[config.mk]
export PLATFORM = sky130hd
export DESIGN_NAME = rms_level_meter_dbfs
export DESIGN_NICKNAME = d
export VERILOG_FILES = /design/src/hw/rtl/rlm_pkg.sv /design/src/hw/rtl/rlm_seq.sv /design/src/hw/rtl/rms_level_meter_dbfs.sv
export SDC_FILE = /design/constraint.sdc
export NUM_CORES = 2
export LEC_CHECK = 0
export BUFFER_PORTS_ARGS = -buffer_cell sky130_fd_sc_hd__buf_2
export CAP_MARGIN = 20
export CORE_AREA = 10 10 489 443
export CTS_BUF_LIST = sky130_fd_sc_hd__clkbuf_2 sky130_fd_sc_hd__clkbuf_4 sky130_fd_sc_hd__clkbuf_8
export CTS_CLUSTER_DIAMETER = 50
export DETAILED_ROUTE_END_ITERATION = 8
export DIE_AREA = 0 0 499 453
export GPL_TIMING_DRIVEN = 0
export PLACE_DENSITY_LB_ADDON = 0.2
export SYNTH_ARGS = -nofsm -noshare
export SYNTH_HDL_FRONTEND = slang
export SYNTH_SLANG_ARGS = --single-unit
[constraint.sdc]
create_clock -name i_clk -period 14.1 [get_ports i_clk]
set_input_delay 1.41 -clock i_clk [delete_from_list [all_inputs] [get_ports i_clk]]
set_output_delay 1.41 -clock i_clk [all_outputs]
set_load 0.005 [all_outputs]
[src/hw/rtl/rlm_pkg.sv]
// ----------------------------------------------------------------------------
// rlm_pkg: shared types and constants of the RMS level meter
// Payload structs, microcode word layout and fixed-point constants.
// ----------------------------------------------------------------------------
package rlm_pkg;

    // Longest frame before count and sum saturate.
    localparam int MAX_FRAMES = 1024;

    localparam int CNT_W  = $clog2(MAX_FRAMES + 1);
    localparam int SUM_W  = CNT_W + 30;          // each square is at most 2^30
    localparam int MANT_W = 31;                  // Q30 mantissa in [2^30, 2^31)
    localparam int FRAC_W = 16;                  // log2 fraction bits
    localparam int EXP_W  = $clog2(SUM_W);
    localparam int LOG_W  = EXP_W + FRAC_W;
    localparam int DIFF_W = LOG_W + 2;
    localparam int LOOP_W = $clog2(FRAC_W);
    localparam int MUL_W  = 32;
    localparam int PROD_W = 2 * MUL_W;
    localparam int SEQ_W  = 4;                   // 16 microcode steps
    localparam int NRM_W  = 6;                   // normalize shift amount

    // 256 * 10 * log10(2) in Q16.
    localparam logic [MUL_W-1:0] DB_PER_LOG2_Q16 = 32'd50504453;
    localparam logic [15:0] FLOOR_Q8 = 16'hA000;   // -96 dB
    localparam logic [15:0] LOW_MAG  = 16'd30720;  // clamp at -120 dB
    localparam logic signed [DIFF_W-1:0] MANT_OFS = DIFF_W'(30 * 65536);

    localparam longint unsigned TEN_POW_12 = 64'd1000000000000;
    localparam longint unsigned FULL_MAX   = longint'(MAX_FRAMES) << 30;
    localparam int SILENT_MAX = int'(FULL_MAX / TEN_POW_12);

    typedef struct packed {
        logic signed [15:0] sample;
        logic               last;
    } t_in;

    typedef struct packed {
        logic signed [15:0] level_db_q8;
        logic               overflow;
    } t_out;

    typedef enum logic [1:0] {
        MUL_NONE,
        MUL_SAMPLE,
        MUL_MANT,
        MUL_SCALE
    } t_mul_sel;

    typedef enum logic [2:0] {
        OP_NOP,
        OP_ACC,
        OP_LOAD,
        OP_NORM,
        OP_MANT,
        OP_BIT,
        OP_LOGDONE,
        OP_EMIT
    } t_uop;

    typedef enum logic [2:0] {
        C_NEXT,
        C_ALWAYS,
        C_NO_ACCEPT,
        C_NOT_LAST,
        C_LOOP,
        C_PASS0,
        C_OUT_BUSY
    } t_cond;

    typedef struct packed {
        logic             in_rdy;
        t_mul_sel         mul_sel;
        t_uop             op;
        logic [NRM_W-1:0] nrm;
        t_cond            cond;
        logic [SEQ_W-1:0] target;
    } t_uword;

    typedef struct packed {
        logic accept;
        logic not_last;
        logic loop_more;
        logic pass0;
        logic out_busy;
    } t_seq_status;

    // floor(cnt * 2^30 / 10^12): compares against constant thresholds only.
    function automatic logic [SUM_W-1:0] f_silent_thresh(input logic [CNT_W-1:0] cnt);
        logic [SUM_W-1:0] thr;
        thr = '0;
        for (int k = 1; k <= SILENT_MAX; k++) begin
            if (64'({cnt, 30'b0}) >= longint'(k) * TEN_POW_12) begin
                thr = thr + SUM_W'(1);
            end
        end
        return thr;
    endfunction

endpackage

[src/hw/rtl/rlm_seq.sv]
// ----------------------------------------------------------------------------
// rlm_seq: microcode sequencer of the RMS level meter
// Step counter, control store and conditional jumps.
// ----------------------------------------------------------------------------
module rlm_seq (
    input  logic                 i_clk,
    input  logic                 i_rst_n,
    input  rlm_pkg::t_seq_status i_status,
    output rlm_pkg::t_uword      o_uword
);
    import rlm_pkg::*;

    logic [SEQ_W-1:0] r_pc;
    logic [SEQ_W-1:0] n_pc;
    t_uword           uw;
    logic             take;

    function automatic t_uword mk(input logic rdy, input t_mul_sel ms, input t_uop op,
                                  input logic [NRM_W-1:0] nrm, input t_cond cond,
                                  input logic [SEQ_W-1:0] tgt);
        t_uword w;
        w.in_rdy  = rdy;
        w.mul_sel = ms;
        w.op      = op;
        w.nrm     = nrm;
        w.cond    = cond;
        w.target  = tgt;
        return w;
    endfunction

    // Control store.
    function automatic t_uword f_ucode(input logic [SEQ_W-1:0] pc);
        t_uword w;
        case (pc)
            // wait for a sample, square it on the way in
            4'd0:    w = mk(1'b1, MUL_SAMPLE, OP_NOP,     6'd0,  C_NO_ACCEPT, 4'd0);
            4'd1:    w = mk(1'b0, MUL_NONE,   OP_ACC,     6'd0,  C_NOT_LAST,  4'd0);
            4'd2:    w = mk(1'b0, MUL_NONE,   OP_LOAD,    6'd0,  C_NEXT,      4'd0);
            // log2 subroutine: binary normalize
            4'd3:    w = mk(1'b0, MUL_NONE,   OP_NORM,    6'd32, C_NEXT,      4'd0);
            4'd4:    w = mk(1'b0, MUL_NONE,   OP_NORM,    6'd16, C_NEXT,      4'd0);
            4'd5:    w = mk(1'b0, MUL_NONE,   OP_NORM,    6'd8,  C_NEXT,      4'd0);
            4'd6:    w = mk(1'b0, MUL_NONE,   OP_NORM,    6'd4,  C_NEXT,      4'd0);
            4'd7:    w = mk(1'b0, MUL_NONE,   OP_NORM,    6'd2,  C_NEXT,      4'd0);
            4'd8:    w = mk(1'b0, MUL_NONE,   OP_NORM,    6'd1,  C_NEXT,      4'd0);
            4'd9:    w = mk(1'b0, MUL_NONE,   OP_MANT,    6'd0,  C_NEXT,      4'd0);
            // fraction bits: square, then test and halve
            4'd10:   w = mk(1'b0, MUL_MANT,   OP_NOP,     6'd0,  C_NEXT,      4'd0);
            4'd11:   w = mk(1'b0, MUL_NONE,   OP_BIT,     6'd0,  C_LOOP,      4'd10);
            4'd12:   w = mk(1'b0, MUL_NONE,   OP_LOGDONE, 6'd0,  C_PASS0,     4'd3);
            4'd13:   w = mk(1'b0, MUL_SCALE,  OP_NOP,     6'd0,  C_NEXT,      4'd0);
            4'd14:   w = mk(1'b0, MUL_NONE,   OP_NOP,     6'd0,  C_OUT_BUSY,  4'd14);
            4'd15:   w = mk(1'b0, MUL_NONE,   OP_EMIT,    6'd0,  C_ALWAYS,    4'd0);
            default: w = mk(1'b0, MUL_NONE,   OP_NOP,     6'd0,  C_ALWAYS,    4'd0);
        endcase
        return w;
    endfunction

    assign uw = f_ucode(r_pc);

    always_comb begin
        case (uw.cond)
            C_ALWAYS:    take = 1'b1;
            C_NO_ACCEPT: take = !i_status.accept;
            C_NOT_LAST:  take = i_status.not_last;
            C_LOOP:      take = i_status.loop_more;
            C_PASS0:     take = i_status.pass0;
            C_OUT_BUSY:  take = i_status.out_busy;
            default:     take = 1'b0;
        endcase
        n_pc = take ? uw.target : r_pc + SEQ_W'(1);
    end

    always_ff @(posedge i_clk) begin
        if (!i_rst_n) begin
            r_pc <= '0;
        end else begin
            r_pc <= n_pc;
        end
    end

    assign o_uword = uw;

endmodule

[src/hw/rtl/rms_level_meter_dbfs.sv]
// ----------------------------------------------------------------------------
// rms_level_meter_dbfs: frame level meter in dBFS
// Sum of squares per frame, reported as 10*log10(mean square) in Q8 dB.
// ----------------------------------------------------------------------------
// Usage:
//   Input channel (i_in_valid / o_in_ready / i_in_data) carries one signed
//   16-bit sample per item plus a last flag closing the frame. The output
//   channel (o_out_valid / i_out_ready / o_out_data) gives one item per
//   frame: level in 1/256 dB (-30720..0, -96 dB floor for silence) and an
//   overflow flag set when the frame ran past MAX_FRAMES samples.
//   Sequence: a sample without last is accepted and squared, then
//   accumulated. A last sample runs the log program: two log2 passes
//   (6 normalize steps, mantissa load, 16 square/test pairs on the one
//   shared 32x32 multiplier, wrap-up), then scale and emit. After the emit
//   the result shows in the output register and the next sample is taken.
//   The result sits in an output register; the block goes on taking samples
//   of the next frame while it waits. If a second frame ends before the
//   first result is taken, the sequencer holds before emitting.
//   Reset (i_rst_n low, synchronous) clears sum, count, overflow flag,
//   output valid and the step counter; input ready stays low during reset.
// ----------------------------------------------------------------------------
module rms_level_meter_dbfs (
    input  logic          i_clk,
    input  logic          i_rst_n,
    input  logic          i_in_valid,
    output logic          o_in_ready,
    input  rlm_pkg::t_in  i_in_data,
    output logic          o_out_valid,
    input  logic          i_out_ready,
    output rlm_pkg::t_out o_out_data
);
    import rlm_pkg::*;

    t_uword      uw;
    t_seq_status status;
    logic        in_accept;

    // frame state
    logic [SUM_W-1:0]  r_sum,  n_sum;
    logic [CNT_W-1:0]  r_cnt,  n_cnt;
    logic              r_ovf,  n_ovf;
    logic              r_last, n_last;
    // log datapath
    logic [PROD_W-1:0] r_prod, n_prod;
    logic [SUM_W-1:0]  r_x,    n_x;
    logic [EXP_W-1:0]  r_e,    n_e;
    logic [MANT_W-1:0] r_y,    n_y;
    logic [FRAC_W-1:0] r_frac, n_frac;
    logic [LOOP_W-1:0] r_loop, n_loop;
    logic              r_pass, n_pass;
    logic [LOG_W-1:0]  r_lsum, n_lsum;
    logic signed [DIFF_W-1:0] r_d, n_d;
    logic              r_silent, n_silent;
    // output register
    logic              r_out_valid, n_out_valid;
    t_out              r_out, n_out;

    logic [16:0]       smp_mag;
    logic [MUL_W-1:0]  mul_a, mul_b;
    logic [PROD_W-1:0] mul_p;
    logic [DIFF_W-1:0] d_mag;
    logic [LOG_W-1:0]  cur_log;
    logic              norm_zero;
    logic [32:0]       sq;
    logic              ge;
    logic [PROD_W-1:0] rnd;
    logic [15:0]       mag;

    rlm_seq u_seq (
        .i_clk    (i_clk),
        .i_rst_n  (i_rst_n),
        .i_status (status),
        .o_uword  (uw)
    );

    assign o_in_ready = uw.in_rdy && i_rst_n;
    assign in_accept  = i_in_valid && o_in_ready;

    assign status.accept    = in_accept;
    assign status.not_last  = !r_last;
    assign status.loop_more = (r_loop != '0);
    assign status.pass0     = !r_pass;
    assign status.out_busy  = r_out_valid && !i_out_ready;

    // |sample|, -32768 gives 32768
    assign smp_mag = i_in_data.sample[15] ? (17'd0 - {1'b1, i_in_data.sample})
                                          : {1'b0, i_in_data.sample};
    assign d_mag   = DIFF_W'(0) - r_d;

    // single shared multiplier
    always_comb begin
        case (uw.mul_sel)
            MUL_SAMPLE: begin
                mul_a = MUL_W'(smp_mag);
                mul_b = MUL_W'(smp_mag);
            end
            MUL_MANT: begin
                mul_a = MUL_W'(r_y);
                mul_b = MUL_W'(r_y);
            end
            MUL_SCALE: begin
                mul_a = MUL_W'(d_mag);
                mul_b = DB_PER_LOG2_Q16;
            end
            default: begin
                mul_a = '0;
                mul_b = '0;
            end
        endcase
    end
    assign mul_p = PROD_W'(mul_a) * PROD_W'(mul_b);

    assign cur_log   = {r_e, r_frac};
    assign norm_zero = ((r_x & ~({SUM_W{1'b1}} >> uw.nrm)) == '0);
    assign sq        = r_prod[62:30];
    assign ge        = sq[32] | sq[31];

    // magnitude rounded to nearest, clamped
    assign rnd = r_prod + (PROD_W'(1) << 31);
    assign mag = (rnd[63:32] > 32'(LOW_MAG)) ? LOW_MAG : rnd[47:32];

    always_comb begin
        n_sum       = r_sum;
        n_cnt       = r_cnt;
        n_ovf       = r_ovf;
        n_last      = r_last;
        n_prod      = r_prod;
        n_x         = r_x;
        n_e         = r_e;
        n_y         = r_y;
        n_frac      = r_frac;
        n_loop      = r_loop;
        n_pass      = r_pass;
        n_lsum      = r_lsum;
        n_d         = r_d;
        n_silent    = r_silent;
        n_out_valid = r_out_valid;
        n_out       = r_out;

        if (r_out_valid && i_out_ready) begin
            n_out_valid = 1'b0;
        end
        if (uw.mul_sel != MUL_NONE) begin
            n_prod = mul_p;
        end
        if (in_accept) begin
            n_last = i_in_data.last;
        end

        case (uw.op)
            OP_ACC: begin
                if (r_cnt < CNT_W'(MAX_FRAMES)) begin
                    n_sum = r_sum + SUM_W'(r_prod[30:0]);
                    n_cnt = r_cnt + CNT_W'(1);
                end else begin
                    // sample dropped, frame saturated
                    n_ovf = 1'b1;
                end
            end
            OP_LOAD: begin
                n_x      = r_sum;
                n_e      = EXP_W'(SUM_W - 1);
                n_pass   = 1'b0;
                n_silent = (r_sum <= f_silent_thresh(r_cnt));
            end
            OP_NORM: begin
                if (norm_zero) begin
                    n_x = r_x << uw.nrm;
                    n_e = r_e - EXP_W'(uw.nrm);
                end
            end
            OP_MANT: begin
                n_y    = r_x[SUM_W-1 -: MANT_W];
                n_frac = '0;
                n_loop = '1;
            end
            OP_BIT: begin
                n_frac = {r_frac[FRAC_W-2:0], ge};
                n_y    = ge ? sq[31:1] : sq[30:0];
                n_loop = r_loop - LOOP_W'(1);
            end
            OP_LOGDONE: begin
                if (!r_pass) begin
                    // log2(sum) done, rerun on the count
                    n_lsum = cur_log;
                    n_x    = SUM_W'(r_cnt);
                    n_e    = EXP_W'(SUM_W - 1);
                    n_pass = 1'b1;
                end else begin
                    n_d = signed'(DIFF_W'(r_lsum)) - signed'(DIFF_W'(cur_log)) - MANT_OFS;
                end
            end
            OP_EMIT: begin
                n_out_valid = 1'b1;
                if (r_silent) begin
                    n_out.level_db_q8 = FLOOR_Q8;
                end else if (!r_d[DIFF_W-1]) begin
                    n_out.level_db_q8 = '0;
                end else begin
                    n_out.level_db_q8 = 16'd0 - mag;
                end
                n_out.overflow = r_ovf;
                n_sum = '0;
                n_cnt = '0;
                n_ovf = 1'b0;
            end
            default: begin
            end
        endcase
    end

    always_ff @(posedge i_clk) begin
        if (!i_rst_n) begin
            r_sum       <= '0;
            r_cnt       <= '0;
            r_ovf       <= 1'b0;
            r_pass      <= 1'b0;
            r_out_valid <= 1'b0;
        end else begin
            r_sum       <= n_sum;
            r_cnt       <= n_cnt;
            r_ovf       <= n_ovf;
            r_pass      <= n_pass;
            r_out_valid <= n_out_valid;
        end
    end

    always_ff @(posedge i_clk) begin
        r_last   <= n_last;
        r_prod   <= n_prod;
        r_x      <= n_x;
        r_e      <= n_e;
        r_y      <= n_y;
        r_frac   <= n_frac;
        r_loop   <= n_loop;
        r_lsum   <= n_lsum;
        r_d      <= n_d;
        r_silent <= n_silent;
        r_out    <= n_out;
    end

    assign o_out_valid = r_out_valid;
    assign o_out_data  = r_out;

endmodule
==> impl_metrics.yaml <==
drt:
  drt_iter0_drc: 3950
  routed_wl_um: 213000
  remaining_drc_errors: 1
  final_antenna_net_count: 0
  vias: 40800
  post_drt_via_cell_ratio: 4.81
  first_pass_iters: 9
  wl_per_cell_um: 25.1
synthesis:
  async_flop_share_pct: 0
  syn-cell-area_um2: 49300
  synth_seq_cells: 304
  synth_edf_count: 227
  synth_seq_area_share_pct: 17.0
  synthFlopType: "edfxtp_1"
  synth.net_count: 6730
  synth.largest_area_cell: "fa_1"
  yosysWarnings: 0
  ys_types: 91
  synth_top_area_share_pct: 34.0
  syn_avg_cell_area_um2: 8.89
  syn_inst: 5542
  ys_top_cells_by_area: "fa_1 34%, edfxtp_1 14%, inv_1 8.4%"
sta:
  hold_viol_final: 0
  setup_viol: 0
  layout_setup_ws_ns: 0.425
  maxClockFrequency_mhz: 73.1
  fin_worst_skew_ns: 0.0462
  fin_crit_ns: 13.67
  slew_viol_final: 4
  worst_pin_slew_ns: 1.56
  min_period_over_period_pct: 97.0
  relSlewSlack_pct: -3.73
  grt_setup_unrepaired: "false"
floorplanning:
  fp.coreArea_um2: 206000
  start_util_pct: 24.0
  die_x_um: 499
  top_level_ports: 40
  fp-row-count: 158
  dieHeight_um: 453
  dieArea_um2: 226000
clock_tree:
  cts_tree: "built"
  clk_latency_ns: 0.66
  clockRootBuffer: "clkbuf_8"
  cts_buffer_depth: 3
  cts-htree-levels: 3
  cts_hold_buffers: 0
  clkSinkCount: 304
  numCtsBuffers: 68
  path_clk_slew_ns: 0.06
placement:
  gp_congestion: 0.987
  place_area_um2: 53500
  pre_cts_ws_ns: -0.850
  port_buffers: 39
  dp_cells: 8339
  hpwl_um: 176000
layout:
  syn_to_final_growth_pct: 11.7
  nets: 6879
  fin_util_pct: 26.8
  layout-drive-gt1-share_pct: 5.20
  stdcell_area_um2: 55100
  final_cells: 8471
power:
  leakage_nw: 25.9
  ir_drop_mv: 0.448
  powerDensity_nw_per_um2: 219
setup_path:
  cp_data_arrival_time_ns: 14.10
  r2r_slack_ns: 1.18
  critPathLaunchType: "primary input"
  critPathRequiredTime_ns: 14.52
  critPathMaxStageDelay_ns: 0.76
  end_kind: "flip-flop"
  path_common_cell: "fa_1"
  crit_slowest_cell: "clkbuf_1"
  critPathKind: "in -> reg"
  critical_path.max_fanout: 10
grt:
  grt_max_degree: 35
  grt_pass1_wl_um: 306000
  grt_overflow: 0
  grt_pass1_vias: 41800
  grt_usage_pct: 18.4
  antenna_found_initial: 6
hold_path:
  hold_class: "reg -> reg"
job:
  cap_violations: 0
outcome:
  status: "finished with violations"
  violations: "DRC, slew limit"
[cells in the mapped netlist (60+ instances only)]
master / count
mux2i_1: 72
clkbuf_1: 216
dfxtp_1: 77
nor2_1: 536
edfxtp_1: 227
nand2_1: 769
fa_1: 836
ha_1: 331
xnor2_1: 112
o21ai_0: 167
inv_1: 1107
xor2_1: 83
nand3_1: 75
and3_1: 60
a21oi_1: 198
a21o_1: 74
[placed cells by master (no fill, tap or decap), types with 17 or more instances in the layout]
master / synthesis / final
a22o_1: 17 / 17
buf_8: 0 / 22
ha_1: 331 / 331
nand2b_1: 20 / 20
o22ai_1: 17 / 17
nor2_1: 536 / 535
mux4_2: 26 / 26
nand3_1: 75 / 75
nor4_1: 29 / 28
nor2b_1: 42 / 42
buf_2: 9 / 48
a21o_1: 74 / 74
clkbuf_4: 0 / 25
o211ai_1: 17 / 17
xnor2_1: 112 / 112
nand4_1: 29 / 29
mux2i_1: 72 / 72
a31oi_1: 27 / 27
clkbuf_8: 0 / 77
buf_1: 22 / 22
a21oi_1: 198 / 195
xor2_1: 83 / 83
and3_1: 60 / 60
and2_1: 25 / 24
inv_1: 1107 / 1106
dfxtp_1: 77 / 77
a211oi_1: 23 / 22
a22oi_1: 28 / 26
o21a_1: 17 / 17
o21ai_0: 167 / 167
fa_1: 836 / 836
nor3_1: 44 / 43
clkbuf_1: 216 / 212
o21bai_1: 22 / 22
or3_1: 22 / 22
edfxtp_1: 227 / 227
nand2_1: 769 / 769
[per-stage QoR]
| step | TNS [ns] | hold WS [ns] | power, mW |
|---|---|---|---|
| 2_1_floorplan | 0 | 0.426 | 7.69 |
| 3_3_place_gp | -66.56 | 0.428 | 10.7 |
| 3_5_place_dp | -5.62 | 0.432 | 10.6 |
| 4_1_cts | 0 | 0.444 | 12.1 |
| 5_1_grt | 0 | 0.449 | 13.3 |
| 6_report | 0 | 0.441 | 12.1 |
[path summary, 6_finish.rpt]
| kind | start | end | cells after the start |
|---|---|---|---|
| worst min-delay path | r_frac[10] | r_lsum[10] | 0 |
| worst max register to register | r_d[3] | r_prod[62] | 37 |
| worst max-delay path | i_in_data[3] | r_prod[62] | 36 |
| worst min register to register | r_frac[10] | r_lsum[10] | 0 |
[routing by layer]
| metal | wire length [um] | track usage (%) | up-vias |
|---|---|---|---|
| met5 | 57 | 0.147 | - |
| li1 | - | - | 17800 |
| met4 | 8760 | 6.23 | 4 |
| met1 | 97700 | 26.5 | 20800 |
| met2 | 87900 | 27.0 | 1821 |
| met3 | 18200 | 4.00 | 380 |
[state kept, by name (all words and copies together) (netlist names), 4 cells and up]
| name | flops |
|---|---|
| r_prod | 64 |
| u_seq.o_uword | 18 |
| r_loop | 4 |
| r_cnt | 11 |
| u_seq.r_pc | 4 |
| r_y | 31 |
| r_sum | 41 |
| r_d | 24 |
| o_out_data | 17 |
| r_e | 6 |
| r_x | 41 |
| r_frac | 16 |
| r_lsum | 22 |
[final cells by class]
cell class	instances	area (um2)
Tap cell	2720	3400
Inverter	1120	4210
Clock buffer	102	1250
Timing Repair Buffer	80	759
Fill cell	22300	151000
Sequential cell	304	8360
Multi-Input combinational cell	3868	35800
Buffer	249	962
Antenna cell	6	15.0
Clock inverter	22	280
[critical path: cells and delay by family]
kind                       cells  cell delay (ns)
xor gates and xnor gates       1             0.33
AOI/OAI and AO/OA              8             3.02
and+or+nand+nor                9             2.85
adders and majority gates      9             4.47
buffers and inverters          9             1.97
[power breakdown]
part	internal [mW]	switching [mW]
logic	3.22	6.02
registers	1.44	0.256
clock network	0.679	0.446
[kinds of logic (layout without fill, tap and decap cells)]
kind of cell | Yosys count | in the layout | synth area share (%)
multiplexers | 105 | 105 | 2.81
AND/OR/NAND/NOR | 1697 | 1697 | 14.8
buffers and inverters | 1370 | 1573 | 10.5
AO/OA/AOI/OAI | 703 | 703 | 9.08
flip-flops | 304 | 304 | 17.0
XOR/XNOR | 195 | 195 | 3.46
adder cells (fa/ha/maj) | 1168 | 1168 | 42.4
other | 0 | 6 | 0
[what timing repair did]
action,4_1_cts,5_1_grt
gates resized for setup,2,12
buffers inserted,0,0
gates cloned,0,0
endpoints found under the setup margin,2,7
Note: power is estimated with default switching activity, not from simulation.
